### src/hdl/i2c_mws_pkg.sv
package i2c_mws_pkg;

   // Width of the byte counters (remaining and sent)
   localparam int unsigned COUNT_BITS = 8;

   // Register reset values
   localparam logic [7:0]  RETRY_LIMIT_RESET   = 8'd200;
   localparam logic [15:0] TIMEOUT_LIMIT_RESET = 16'd1000;

   // Register indexes
   localparam logic CSR_RETRY_LIMIT   = 1'b0;
   localparam logic CSR_TIMEOUT_LIMIT = 1'b1;

   // Request codes
   localparam logic [1:0] REQ_BEGIN = 2'd0;
   localparam logic [1:0] REQ_STEP  = 2'd1;
   localparam logic [1:0] REQ_TICK  = 2'd2;

   // Bus commands
   localparam logic [1:0] CMD_NONE  = 2'd0;
   localparam logic [1:0] CMD_START = 2'd1;
   localparam logic [1:0] CMD_SEND  = 2'd2;
   localparam logic [1:0] CMD_STOP  = 2'd3;

   // Masked bus status codes
   localparam logic [7:0] ST_START     = 8'h08;
   localparam logic [7:0] ST_RESTART   = 8'h10;
   localparam logic [7:0] ST_SLA_ACK   = 8'h18;
   localparam logic [7:0] ST_SLA_NACK  = 8'h20;
   localparam logic [7:0] ST_DATA_ACK  = 8'h28;
   localparam logic [7:0] ST_DATA_NACK = 8'h30;
   localparam logic [7:0] ST_ARB_LOST  = 8'h38;

   typedef enum logic [3:0] {
      PH_IDLE   = 4'b0001,
      PH_START  = 4'b0010,
      PH_SELECT = 4'b0100,
      PH_DATA   = 4'b1000
   } phase_type;

   typedef struct packed {
      logic [1:0] req_type;
      logic [7:0] dev_addr;
      logic [7:0] byte_count;
      logic [7:0] bus_status;
      logic [7:0] next_byte;
   } req_item_type;

   typedef struct packed {
      logic [1:0] bus_cmd;
      logic [7:0] tx_byte;
      logic       done_res;
      logic       failed;
      logic [7:0] bytes_sent;
   } rsp_item_type;

endpackage

### src/hdl/i2c_master_write_sequencer.sv
// Channel   Ports                          Direction  Moves
// request   req_valid/req_ready/req_data   in         one event: begin, bus step or tick
// response  rsp_valid/rsp_ready/rsp_data   out        one bus command and status per event
// csr       csr_we/csr_index/csr_wdata     in         retry and timeout limits
//
// Each transaction passes from acceptance through the input register, then
// through the sequencer logic into the output register.
// One transaction per cycle is sustained unless the response stalls; the state update is a single pass.
// Reset is synchronous and returns the sequencer to idle with both limits at
// their defaults. A stalled response holds the pipeline; req_ready then drops.
module i2c_master_write_sequencer (
   input  logic                       clock,
   input  logic                       reset,
   input  logic                       req_valid,
   output logic                       req_ready,
   input  i2c_mws_pkg::req_item_type  req_data,
   output logic                       rsp_valid,
   input  logic                       rsp_ready,
   output i2c_mws_pkg::rsp_item_type  rsp_data,
   input  logic                       csr_we,
   input  logic                       csr_index,
   input  logic [15:0]                csr_wdata
);
   import i2c_mws_pkg::*;

   // Configuration registers
   logic [7:0]  retry_limit_ff;
   logic [15:0] timeout_limit_ff;

   // Pipeline registers
   logic         in_valid_ff;
   req_item_type in_item_ff;
   logic         out_valid_ff;
   rsp_item_type out_item_ff;
   rsp_item_type out_item_in;
   logic         advance;

   // Sequencer state
   phase_type             phase_ff, phase_in;
   logic [7:0]            attempt_count_ff, attempt_count_in;
   logic [15:0]           wait_count_ff, wait_count_in;
   logic [COUNT_BITS-1:0] remaining_ff, remaining_in;
   logic [COUNT_BITS-1:0] sent_count_ff, sent_count_in;
   logic [7:0]            select_byte_ff, select_byte_in;

   logic                  do_attempt;
   logic [7:0]            attempt_base;
   logic [COUNT_BITS-1:0] remaining_dec;

   // Handshake
   assign advance   = in_valid_ff && (!out_valid_ff || rsp_ready);
   assign req_ready = !in_valid_ff || advance;
   assign rsp_valid = out_valid_ff;
   assign rsp_data  = out_item_ff;

   assign remaining_dec = remaining_ff - COUNT_BITS'(1);

   // Configuration writes
   always_ff @(posedge clock) begin
      if (reset) begin
         retry_limit_ff   <= RETRY_LIMIT_RESET;
         timeout_limit_ff <= TIMEOUT_LIMIT_RESET;
      end else if (csr_we) begin
         unique case (csr_index)
            CSR_RETRY_LIMIT:   retry_limit_ff   <= csr_wdata[7:0];
            CSR_TIMEOUT_LIMIT: timeout_limit_ff <= csr_wdata;
            default:           ;
         endcase
      end
   end

   // Sequencer: next state and response for the transaction in the input register
   always_comb begin
      phase_in         = phase_ff;
      attempt_count_in = attempt_count_ff;
      wait_count_in    = wait_count_ff;
      remaining_in     = remaining_ff;
      sent_count_in    = sent_count_ff;
      select_byte_in   = select_byte_ff;
      do_attempt       = 1'b0;
      attempt_base     = attempt_count_ff;
      out_item_in.bus_cmd  = CMD_NONE;
      out_item_in.tx_byte  = 8'd0;
      out_item_in.done_res = 1'b0;
      out_item_in.failed   = 1'b0;

      priority if (in_item_ff.req_type == REQ_BEGIN) begin
         // new transfer, any running one is dropped
         select_byte_in = in_item_ff.dev_addr;
         remaining_in   = COUNT_BITS'(in_item_ff.byte_count);
         sent_count_in  = '0;
         do_attempt     = 1'b1;
         attempt_base   = 8'd0;
      end else if (in_item_ff.req_type == REQ_TICK && phase_ff != PH_IDLE) begin
         if (wait_count_ff >= timeout_limit_ff) begin
            phase_in             = PH_IDLE;
            out_item_in.done_res = 1'b1;
            out_item_in.failed   = 1'b1;
         end else begin
            wait_count_in = wait_count_ff + 16'd1;
         end
      end else if (in_item_ff.req_type == REQ_STEP) begin
         unique case (phase_ff)
            PH_START: begin
               if (in_item_ff.bus_status == ST_START ||
                   in_item_ff.bus_status == ST_RESTART) begin
                  wait_count_in       = '0;
                  phase_in            = PH_SELECT;
                  out_item_in.bus_cmd = CMD_SEND;
                  out_item_in.tx_byte = select_byte_ff;
               end else if (in_item_ff.bus_status == ST_ARB_LOST) begin
                  wait_count_in       = '0;
                  out_item_in.bus_cmd = CMD_START;
               end else begin
                  // bad start, give up without STOP
                  phase_in             = PH_IDLE;
                  out_item_in.done_res = 1'b1;
                  out_item_in.failed   = 1'b1;
               end
            end
            PH_SELECT: begin
               if (in_item_ff.bus_status == ST_SLA_ACK) begin
                  if (remaining_ff != '0) begin
                     wait_count_in       = '0;
                     phase_in            = PH_DATA;
                     out_item_in.bus_cmd = CMD_SEND;
                     out_item_in.tx_byte = in_item_ff.next_byte;
                  end else begin
                     phase_in             = PH_IDLE;
                     out_item_in.bus_cmd  = CMD_STOP;
                     out_item_in.done_res = 1'b1;
                  end
               end else if (in_item_ff.bus_status == ST_SLA_NACK) begin
                  do_attempt = 1'b1;
               end else if (in_item_ff.bus_status == ST_ARB_LOST) begin
                  wait_count_in       = '0;
                  phase_in            = PH_START;
                  out_item_in.bus_cmd = CMD_START;
               end else begin
                  phase_in             = PH_IDLE;
                  out_item_in.bus_cmd  = CMD_STOP;
                  out_item_in.done_res = 1'b1;
                  out_item_in.failed   = 1'b1;
               end
            end
            PH_DATA: begin
               if (in_item_ff.bus_status == ST_DATA_ACK) begin
                  sent_count_in = sent_count_ff + COUNT_BITS'(1);
                  remaining_in  = remaining_dec;
                  if (remaining_dec != '0) begin
                     wait_count_in       = '0;
                     out_item_in.bus_cmd = CMD_SEND;
                     out_item_in.tx_byte = in_item_ff.next_byte;
                  end else begin
                     phase_in             = PH_IDLE;
                     out_item_in.bus_cmd  = CMD_STOP;
                     out_item_in.done_res = 1'b1;
                  end
               end else begin
                  // data NACK, lost arbitration or anything else
                  phase_in             = PH_IDLE;
                  out_item_in.bus_cmd  = CMD_STOP;
                  out_item_in.done_res = 1'b1;
                  out_item_in.failed   = 1'b1;
               end
            end
            default: ;
         endcase
      end else begin
         // idle events and unused codes answer with no command
      end

      // counted attempt: START, or failure without STOP once the limit is reached
      if (do_attempt) begin
         attempt_count_in = attempt_base;
         if (attempt_base >= retry_limit_ff) begin
            phase_in             = PH_IDLE;
            out_item_in.done_res = 1'b1;
            out_item_in.failed   = 1'b1;
         end else begin
            attempt_count_in    = attempt_base + 8'd1;
            wait_count_in       = '0;
            phase_in            = PH_START;
            out_item_in.bus_cmd = CMD_START;
         end
      end

      out_item_in.bytes_sent = 8'(sent_count_in);
   end

   // Control and state registers
   always_ff @(posedge clock) begin
      if (reset) begin
         in_valid_ff      <= 1'b0;
         out_valid_ff     <= 1'b0;
         phase_ff         <= PH_IDLE;
         attempt_count_ff <= '0;
         wait_count_ff    <= '0;
         remaining_ff     <= '0;
         sent_count_ff    <= '0;
         select_byte_ff   <= '0;
      end else begin
         if (req_valid && req_ready) begin
            in_valid_ff <= 1'b1;
         end else if (advance) begin
            in_valid_ff <= 1'b0;
         end
         if (advance) begin
            out_valid_ff     <= 1'b1;
            phase_ff         <= phase_in;
            attempt_count_ff <= attempt_count_in;
            wait_count_ff    <= wait_count_in;
            remaining_ff     <= remaining_in;
            sent_count_ff    <= sent_count_in;
            select_byte_ff   <= select_byte_in;
         end else if (rsp_ready) begin
            out_valid_ff <= 1'b0;
         end
      end
   end

   // Payload registers
   always_ff @(posedge clock) begin
      if (req_valid && req_ready) begin
         in_item_ff <= req_data;
      end
      if (advance) begin
         out_item_ff <= out_item_in;
      end
   end

`ifndef ASSERT_OFF
   a_fail_ends: assert property (@(posedge clock) disable iff (reset)
      rsp_valid && rsp_data.failed |-> rsp_data.done_res)
      else $error("failure reported without end of transfer");

   a_tx_only_send: assert property (@(posedge clock) disable iff (reset)
      rsp_valid && rsp_data.bus_cmd != CMD_SEND |-> rsp_data.tx_byte == 8'd0)
      else $error("tx_byte set without a send command");

   a_rsp_hold: assert property (@(posedge clock) disable iff (reset)
      rsp_valid && !rsp_ready |=> rsp_valid && $stable(rsp_data))
      else $error("stalled response dropped or changed");

   a_done_idle: assert property (@(posedge clock) disable iff (reset)
      advance && out_item_in.done_res |=> phase_ff == PH_IDLE)
      else $error("transfer ended but sequencer not idle");
`endif

endmodule
### config.mk
export PLATFORM = sky130hd
export DESIGN_NAME = i2c_master_write_sequencer
export DESIGN_NICKNAME = d
export VERILOG_FILES = /design/src/hdl/i2c_mws_pkg.sv /design/src/hdl/i2c_master_write_sequencer.sv
export SDC_FILE = /design/constraint.sdc
export NUM_CORES = 1
export LEC_CHECK = 0
export ABC_AREA = 1
export ABC_CLOCK_PERIOD_IN_PS = 2990
export BUFFER_PORTS_ARGS = -buffer_cell sky130_fd_sc_hd__buf_2
export CORE_MARGIN = 2
export CORE_UTILIZATION = 40
export DETAILED_ROUTE_END_ITERATION = 8
export PLACE_DENSITY_LB_ADDON = 0.2
export SYNTH_ARGS = -nofsm -noshare
export SYNTH_HDL_FRONTEND = slang
export SYNTH_SLANG_ARGS = --single-unit
### constraint.sdc
create_clock -name clock -period 2.99 [get_ports clock]
set_clock_uncertainty 0.1 [all_clocks]
set_input_delay 0.299 -clock clock [delete_from_list [all_inputs] [get_ports clock]]
set_output_delay 0.299 -clock clock [all_outputs]
set_load 0.02 [all_outputs]
==> out/qor_table.md, run 1 <==
| Stage | Parameter | Value |
| --- | --- | --- |
| die | Core area | 16700 sq um |
| routing | Antenna violation net count after detailed routing | 0 |
| worst setup path | Largest delay share family, worst path | simple AND/OR/NAND/NOR gates |
| clock tree | H-tree depth | 4 |
| yosys | Post-Syn Area | 6870 sq um |
| die | Overall die area | 18200 sq um |
| layout | Number of antenna cells inserted | 0 |
| hold path | HP Start | csr_wdata[5] |
| worst setup path | Register-to-register setup slack | 0.40 ns |
| worst setup path | Cell seen most often among critical-path stages | sky130_fd_sc_hd__nor2_1 |
| clock tree | Insertion delay of the later-clocked pin in the worst-skew pair | 0.43 ns |
| power | Portion of total power attributed to sequential cells | 45.7% |
| yosys | Count of unique library cells instantiated by Yosys | 44 |
| sta | Unrepaired setup endpoints after global routing | no |
| worst setup path | Source of the critical timing path | in_item_ff[32]$_DFFE_PP_ |
| routing | Routed WL per cell | 13.4 um |
| clock tree | Sink Count | 132 |
| place | Final Wtd Congestion | 0.831 |
| clock tree | Maximum number of buffers from clock root to sink | 2 |
| power | Clock group share of total power | 45.3% |
| worst setup path | Worst setup path category | register to register |
| routing | Total wire length | 16.4 mm |
| layout | Final net count | 1081 |
| power | Pint | 3.26 mW |
| layout | Commonest cells after routing, fill and taps aside | sky130_fd_sc_hd__nand2_1 (176), sky130_fd_sc_hd__inv_1 (112), sky130_fd_sc_hd__a21oi_1 (81), sky130_fd_sc_hd__dfxtp_1 (78), sky130_fd_sc_hd__buf_2 (77) |
| global route | Wire length of the first global-routing pass | 27.5 mm |
| layout | Most frequent standard cell in the layout excluding fill and tap cells | sky130_fd_sc_hd__nand2_1 |
| run | Number of max-cap violations | 0 |
| global route | Number of antenna violations at the first check in global routing | 0 |
| yosys | Register bit total from synthesis | 132 |
| sta | Final hold violation count | 0 |
| place | Placed cell area | 7560 sq um |
| sta | Slew Limit Headroom | 60.3% |
| worst setup path | Worst setup path endpoint | attempt_count_ff[6]$_SDFFE_PP0P_ |
| layout | Area grow syn2layout | 23.5% |
| die | Die Height | 135 um |
| layout | Share of final-layout standard cells stronger than drive strength 1 | 15.0% |
| sta | Share of the clock period used by the worst path after layout | 86.6% |
| global route | GR Util All Layers | 19.0% |
| global route | Maximum number of pins on one net before global-route repair | 52 |
| routing | DRC violations left | 0 |
| place | Post-Place Setup Slack | 0.298 ns |
| sta | Transition time at the pin with the least slew margin | 0.595 ns |
| worst setup path | Critical path endpoint category | register |
| yosys | Number of flops mapped to enable cells by yosys | 54 |
| worst setup path | Slowest stage cell, crit path | sky130_fd_sc_hd__edfxtp_1 |
| sta | Final setup violation count | 0 |
| sta | Final-report max-slew violation count | 0 |
| sta | Final Critical Period | 2.59 ns |
| sta | Achievable frequency | 386 MHz |
| sta | TNS Setup | 0 ns |
| yosys | Synth Net Count | 958 |
| power | Switching part of the total power | 25.1% |
| power | Leakage component of the power | 3.60 nW |
| yosys | Share of flip-flops with an asynchronous set or reset after synthesis | 0% |
| sta | Worst-case setup margin in the final layout | 0.400 ns |
| hold path | Hold WC Path Type | input port to register |
| die | Overall die width | 135 um |
| clock tree | Total setup buffers inserted after CTS | 0 |
| worst setup path | Data required, critical path | 3.21 ns |
| routing | Initial DRT Pass Iterations | 4 |
| worst setup path | Buffers and inverters on the worst path | 1 |
| worst setup path | Reg2reg start | in_item_ff[32]$_DFFE_PP_ |
| worst setup path | Launching element type of the critical path | register |
| place | Buffers added on ports | 77 |
| global route | Global route total overflow | 0 |
| worst setup path | Number of cell instances on the worst register-to-register path | 14 |
| die | Site row count | 47 |
| place | Post-detail-place hpwl | 11.2 mm |
| clock tree | Root buffer cell | sky130_fd_sc_hd__clkbuf_16 |
| die | Initial core utilization | 41.2% |
| power | Switching power | 1.09 mW |
| clock tree | Clock-pin slew reported for the worst setup and hold paths after clock tree synthesis | 0.06 ns |
| worst setup path | Biggest fanout along the worst timing path | 11 |
| clock tree | Clock buffers created by TritonCTS | 17 |
| yosys | Syn_area_per_cell | 7.88 sq um |
| yosys | Post-synthesis sequential area ratio | 46.3% |
| global route | Vias in the first global route | 5721 |
| worst setup path | Cell breakdown of the critical path | nor2_1 > buf_4 > nor2_1 > ha_1 > a21oi_1 > o21ai_0 > nand2_1 > nand3_2 > nor2_4 > nand2_1 > nor2_1 > nand3_1 > o21ai_1 > a21oi_1 |
| power | Total power density per cell area | 513 nW/um^2 |
| power | Peak supply drop | 423 uV |
| layout | Summed area of non-filler cells in the final layout | 8490 sq um |
| yosys | Cell count after synthesis | 872 |
| routing | Number of DRC markers in iteration 0 | 504 |
| worst setup path | Logic depth of the worst path, buffers included | 14 |
| routing | Average via count per standard cell | 4.93 |
| clock tree | CTS tree | done |
| power | Share of power burned in combinational logic | 8.9% |
| worst setup path | Capture point of the worst reg-to-reg path | attempt_count_ff[6]$_SDFFE_PP0P_ |
| status | Run status | complete, no violations |
| worst setup path | Data arrival at the endpoint of the critical path | 2.81 ns |
| worst setup path | Delay of the slowest critical-path stage | 0.41 ns |
| die | I/O pins | 78 |
| routing | Via total after detailed routing | 6052 |
| yosys | Main flop type after synthesis | sky130_fd_sc_hd__dfxtp_1 |
| yosys | Number of warnings issued by yosys | 0 |
metal layers:
metal,vias to the layer above,global-route usage (%),part of all wire (%)
li1,3208,-,-
met1,2709,25.7,49
met3,16,3.68,4.5
met2,119,30.5,45
met4,0,6.83,1.3
met5,-,0,0
worst min path at each step:
stage | cells past startpoint | endpoint | slack [ns]
final | 3 | timeout_limit_ff[5]$_SDFFE_PP1P_ | 0.03
after global routing | 3 | timeout_limit_ff[5]$_SDFFE_PP1P_ | 0.04
after CTS | 3 | timeout_limit_ff[5]$_SDFFE_PP1P_ | 0.01
after detailed placement | 2 | timeout_limit_ff[1]$_SDFFE_PP0P_ | 0.36
after global placement | 2 | select_byte_ff[7]$_SDFFE_PP0P_ | 0.35
after floorplan | 0 | in_item_ff[0]$_DFFE_PP_ | 0.30
logic make-up (layout without fill, tap and decap cells):
logic type | count (synthesis) | count (layout) | share of synthesized area, %
xor gates and xnor gates | 7 | 7 | 0.892
adders and majority gates | 30 | 30 | 5.46
AOI/OAI and AO/OA | 196 | 196 | 15.9
DFF | 132 | 132 | 46.3
and+or+nand+nor | 358 | 358 | 23.1
buffers and inverters | 149 | 285 | 8.30
cells in the mapped netlist, types with 11 or more instances:
master | count | area [sq um]
sky130_fd_sc_hd__a21oi_1 | 81 | 405
sky130_fd_sc_hd__a41oi_1 | 11 | 96.3
sky130_fd_sc_hd__clkbuf_1 | 23 | 86.3
sky130_fd_sc_hd__dfxtp_1 | 78 | 1560
sky130_fd_sc_hd__edfxtp_1 | 54 | 1620
sky130_fd_sc_hd__ha_1 | 30 | 375
sky130_fd_sc_hd__inv_1 | 112 | 420
sky130_fd_sc_hd__nand2_1 | 176 | 661
sky130_fd_sc_hd__nand3_1 | 68 | 340
sky130_fd_sc_hd__nand4_1 | 12 | 75.1
sky130_fd_sc_hd__nor2_1 | 62 | 233
sky130_fd_sc_hd__nor3_1 | 17 | 85.1
sky130_fd_sc_hd__o211ai_1 | 11 | 82.6
sky130_fd_sc_hd__o21ai_0 | 74 | 370
layout make-up:
| cell class | count | area, sq um |
|---|---|---|
| Inverter | 119 | 447 |
| Fill cell | 1618 | 8210 |
| Clock buffer | 18 | 429 |
| Tap cell | 220 | 275 |
| Sequential cell | 132 | 3180 |
| Timing Repair Buffer | 134 | 906 |
| Clock inverter | 14 | 126 |
| Multi-Input combinational cell | 591 | 3120 |
stage by stage:
stage          utilization [%]  cells  total power [mW]  hold WS (ns)
6_report                  50.8   1228              4.35        0.0278
3_3_place_gp              45.3   1159              2.38         0.352
5_1_grt                   50.8   1228              4.54        0.0374
4_1_cts                   50.8   1228              4.40        0.0131
3_5_place_dp              45.3   1159              2.38         0.357
2_1_floorplan                -    872              2.26         0.298
state kept, by name, summed over array words and instances, names as in the netlist:
signal / cells
in_item_ff: 34
rsp_valid: 1
rsp_data: 20
retry_limit_ff: 8
attempt_count_ff: 8
select_byte_ff: 8
sent_count_ff: 8
remaining_ff: 8
timeout_limit_ff: 16
in_valid_ff: 1
phase_ff: 4
wait_count_ff: 16
power groups by stage:
stage | Combinational (mW) | Sequential [mW] | Clock (mW)
global placement | 0.347 | 2.03 | 0
floorplan | 0.215 | 2.04 | 0
detailed placement | 0.351 | 2.03 | 0
CTS | 0.389 | 1.99 | 2.02
finish | 0.389 | 1.99 | 1.97
global route | 0.443 | 2.00 | 2.09
worst reg2reg max path, delay by kind of cell, from the launching register on:
kind                     cells  cell delay [ns]
AO/OA/AOI/OAI                4             0.40
adder cells (fa/ha/maj)      1             0.29
flip-flops                   1             0.41
buffers and inverters        1             0.20
AND/OR/NAND/NOR              8             1.07
repair_timing:
action                                 CTS  global route
gates resized for setup                  0             1
endpoints found under the hold margin   37             0
hold buffers                            37             0
setup endpoints to repair                0             2
(Power assumes the default switching activity.)
==> run 2: changes to the inputs <==
Settings changed: GPL_ROUTABILITY_DRIVEN set to 1, PLACE_DENSITY set to 0.57, PLACE_DENSITY_LB_ADDON 0.2 to not set, SETUP_SLACK_MARGIN set to 0.4.
==> run 2 against run 1 <==
  * Worst setup slack gained 0.058 ns
  * Sequential power is essentially flat
  * Critical path depth grew 1
  * Combinational power grew 5%
  * Final cell count grew 0.98%
  * Maximum frequency grew 2.3%
  * Sequential cell count is the same
  * Via count grew 1.5%
  * Count of clock-buffer cells in the layout grew 1
==> out/qor_table.md, run 2 (synthesis gave the netlist of run 1 again) <==
| Stage | Parameter | Value | vs previous |
| --- | --- | --- | --- |
| sta | Unrepaired setup endpoints after global routing | yes |  |
| worst setup path | Capture point of the worst reg-to-reg path | attempt_count_ff[7]$_SDFFE_PP0P_ |  |
| place | Final Wtd Congestion | 0.877 | +5.5% |
| routing | Initial DRT Pass Iterations | 5 | +1 |
| sta | Transition time at the pin with the least slew margin | 0.628 ns | +0.0329 ns |
| layout | Largest register by flop count | in_item_ff |  |
| layout | Commonest cells after routing, fill and taps aside | sky130_fd_sc_hd__nand2_1 (175), sky130_fd_sc_hd__inv_1 (111), sky130_fd_sc_hd__a21oi_1 (78), sky130_fd_sc_hd__buf_2 (78), sky130_fd_sc_hd__dfxtp_1 (77) |  |
| clock tree | Clock buffers created by TritonCTS | 17 | unchanged |
| power | Pint | 3.37 mW | +3.2% |
| layout | Share of final-layout standard cells stronger than drive strength 1 | 17.5% | +2.6 points |
| layout | Fill cell count | 1608 | -0.62% |
| layout | Number of flip-flops under the largest register name | 34 | unchanged |
| power | Peak supply drop | 398 uV | -5.8% |
| status | Run status | complete, no violations |  |
| routing | Total wire length | 16.8 mm | +2.2% |
| clock tree | Root buffer cell | sky130_fd_sc_hd__clkbuf_16 |  |
| hold path | HP Start | csr_wdata[3] |  |
| sta | Share of the clock period used by the worst path after layout | 84.7% | -1.9 points |
| sta | Worst-case setup margin in the final layout | 0.458 ns | +0.0579 ns |
| layout | Area grow syn2layout | 26.7% |  |
| power | Portion of total power attributed to sequential cells | 44.5% | -1.2 points |
| worst setup path | Biggest fanout along the worst timing path | 5 | -6 |
| sta | TNS Setup | 0 ns | unchanged |
| clock tree | Insertion delay of the later-clocked pin in the worst-skew pair | 0.42 ns | about the same |
| sta | Achievable frequency | 395 MHz | +2.3% |
| power | Clock group share of total power | 46.3% | +1.0 points |
| global route | Vias in the first global route | 5844 | +2.1% |
| worst setup path | Reg2reg start | in_item_ff[33]$_DFFE_PP_ |  |
| sta | Final hold violation count | 0 | unchanged |
| sta | Slew Limit Headroom | 58.1% | -2.2 points |
| place | Post-Place Setup Slack | 0.134 ns | -0.164 ns |
| routing | Average via count per standard cell | 4.95 | +0.49% |
| worst setup path | Register-to-register setup slack | 0.46 ns | +0.06 ns |
| worst setup path | Number of cell instances on the worst register-to-register path | 15 | +1 |
| global route | Global route total overflow | 0 | unchanged |
| power | Switching part of the total power | 24.7% | -0.37 points |
| sta | Final setup violation count | 0 | unchanged |
| hold path | Hold WC Path Type | input port to register |  |
| worst setup path | Data arrival at the endpoint of the critical path | 2.75 ns | -0.06 ns |
| die | Core area | 16700 sq um | unchanged |
| global route | Number of antenna violations at the first check in global routing | 0 | unchanged |
| sta | Final-report max-slew violation count | 0 | unchanged |
| worst setup path | Worst setup path category | register to register |  |
| global route | GR Util All Layers | 19.3% | +0.27 points |
| clock tree | H-tree depth | 4 | unchanged |
| power | Total power density per cell area | 514 nW/um^2 | +0.14% |
| power | Share of power burned in combinational logic | 9.1% | +0.2 points |
| die | Overall die width | 135 um | unchanged |
| routing | Via total after detailed routing | 6141 | +1.5% |
| clock tree | Sink Count | 132 | unchanged |
| clock tree | Clock-pin slew reported for the worst setup and hold paths after clock tree synthesis | 0.06 ns | about the same |
| die | Overall die area | 18200 sq um | unchanged |
| clock tree | Maximum number of buffers from clock root to sink | 2 | unchanged |
| routing | Routed WL per cell | 13.5 um | +1.2% |
| power | Switching power | 1.11 mW | +1.2% |
| layout | Final net count | 1093 | +1.1% |
| die | Die Height | 135 um | unchanged |
| routing | Antenna violation net count after detailed routing | 0 | unchanged |
| clock tree | CTS tree | done |  |
| worst setup path | Critical path endpoint category | register |  |
| worst setup path | Data required, critical path | 3.21 ns | about the same |
| hold path | Hold Path Cell Cnt | 3 | unchanged |
| power | Leakage component of the power | 3.69 nW | +2.5% |
| worst setup path | Launching element type of the critical path | register |  |
| layout | Most frequent standard cell in the layout excluding fill and tap cells | sky130_fd_sc_hd__nand2_1 |  |
| routing | Number of DRC markers in iteration 0 | 368 | -27% |
| global route | Wire length of the first global-routing pass | 28.1 mm | +2.2% |
| place | Post-detail-place hpwl | 11.6 mm | +3.9% |
| layout | Number of antenna cells inserted | 0 | unchanged |
| die | Site row count | 47 | unchanged |
| place | Buffers added on ports | 77 | unchanged |
| global route | Maximum number of pins on one net before global-route repair | 36 | -31% |
| die | Initial core utilization | 41.2% | unchanged |
| run | Number of max-cap violations | 0 | unchanged |
| hold path | Worst Hold Endpoint | timeout_limit_ff[3]$_SDFFE_PP1P_ |  |
| sta | Final Critical Period | 2.53 ns | -0.0579 ns |
| die | I/O pins | 78 | unchanged |
| routing | DRC violations left | 0 | unchanged |
## run 2: what timing repair did
| action | 4_1_cts | 5_1_grt |
|---|---|---|
| setup buffers | 2 | 9 |
| endpoints found under the hold margin | 36 | 0 |
| cloned | 0 | 1 |
| endpoints found under the setup margin | 21 | 24 |
| pin swaps | 0 | 14 |
| resized for setup | 4 | 22 |
| hold buffers | 36 | 0 |
## run 2: critical path, cell delays in order (launching register included)
cell and delay, ns:
sky130_fd_sc_hd__edfxtp_1 0.43, sky130_fd_sc_hd__nor2_4 0.17, sky130_fd_sc_hd__buf_6 0.15, sky130_fd_sc_hd__nor2_2 0.04, sky130_fd_sc_hd__ha_1 0.32, sky130_fd_sc_hd__a21oi_2 0.14
sky130_fd_sc_hd__o21ai_1 0.07, sky130_fd_sc_hd__nand2_1 0.07, sky130_fd_sc_hd__nand3_2 0.10, sky130_fd_sc_hd__buf_6 0.14, sky130_fd_sc_hd__nor2_4 0.14, sky130_fd_sc_hd__nand4_4 0.15
sky130_fd_sc_hd__nor2_4 0.15, sky130_fd_sc_hd__nand3_2 0.08, sky130_fd_sc_hd__o21ai_2 0.13, sky130_fd_sc_hd__nor2_1 0.04
## run 2: routing by layer
metal  up-vias  GRT usage [%]  share of wire (%)  routed length, um
li1       3225              -                  -                  -
met1      2786           25.9                 49               8300
met2       108           30.8                 45               7590
met3        22           3.83                3.5                579
met4         0           7.64                1.8                306
met5         -              0                  0                  0
## run 2: cell type report
class | count | area, sq um | area share, %
clock buffer | 19 | 433 | 4.97
clock inverter | 13 | 151 | 1.74
inverter | 119 | 447 | 5.13
multi-input combinational | 591 | 3210 | 36.8
sequential | 132 | 3180 | 36.6
tap | 220 | 275 | 3.16
timing repair buffer | 146 | 1010 | 11.6
## run 2: how the worst max path moves through the flow
| stage | from | endpoint | slack, ns | cells past startpoint |
|---|---|---|---|---|
| after floorplan | in_item_ff[33]$_DFFE_PP_ | attempt_count_ff[6]$_SDFFE_PP0P_ | 0.42 | 15 |
| after global placement | in_item_ff[33]$_DFFE_PP_ | wait_count_ff[14]$_SDFFE_PP0P_ | 0.24 | 12 |
| after detailed placement | in_item_ff[33]$_DFFE_PP_ | wait_count_ff[15]$_SDFFE_PP0P_ | 0.13 | 12 |
| after CTS | in_item_ff[32]$_DFFE_PP_ | attempt_count_ff[6]$_SDFFE_PP0P_ | 0.43 | 14 |
| after global routing | in_item_ff[33]$_DFFE_PP_ | attempt_count_ff[7]$_SDFFE_PP0P_ | 0.30 | 15 |
| final | in_item_ff[33]$_DFFE_PP_ | attempt_count_ff[7]$_SDFFE_PP0P_ | 0.46 | 15 |
## run 2: stage by stage
stage               cell area (sq um)  hold slack, ns  power [mW]  std cells  util (%)
floorplan                        6880           0.298        2.26        872         -
global placement                 7570           0.352        2.38       1160      45.4
detailed placement               7570           0.354        2.38       1160      45.4
CTS                              8550         0.00807        4.50       1230      51.2
global route                     8710          0.0471        4.65       1240      52.2
finish                           8710          0.0224        4.47       1240      52.2
## run 2: power by group through the flow
stage	sequential, mW	combinational (mW)	clock (mW)
6_report	1.99	0.407	2.07
5_1_grt	2.00	0.461	2.19
4_1_cts	1.99	0.393	2.12
3_5_place_dp	2.03	0.352	0
3_3_place_gp	2.03	0.350	0
2_1_floorplan	2.04	0.216	0
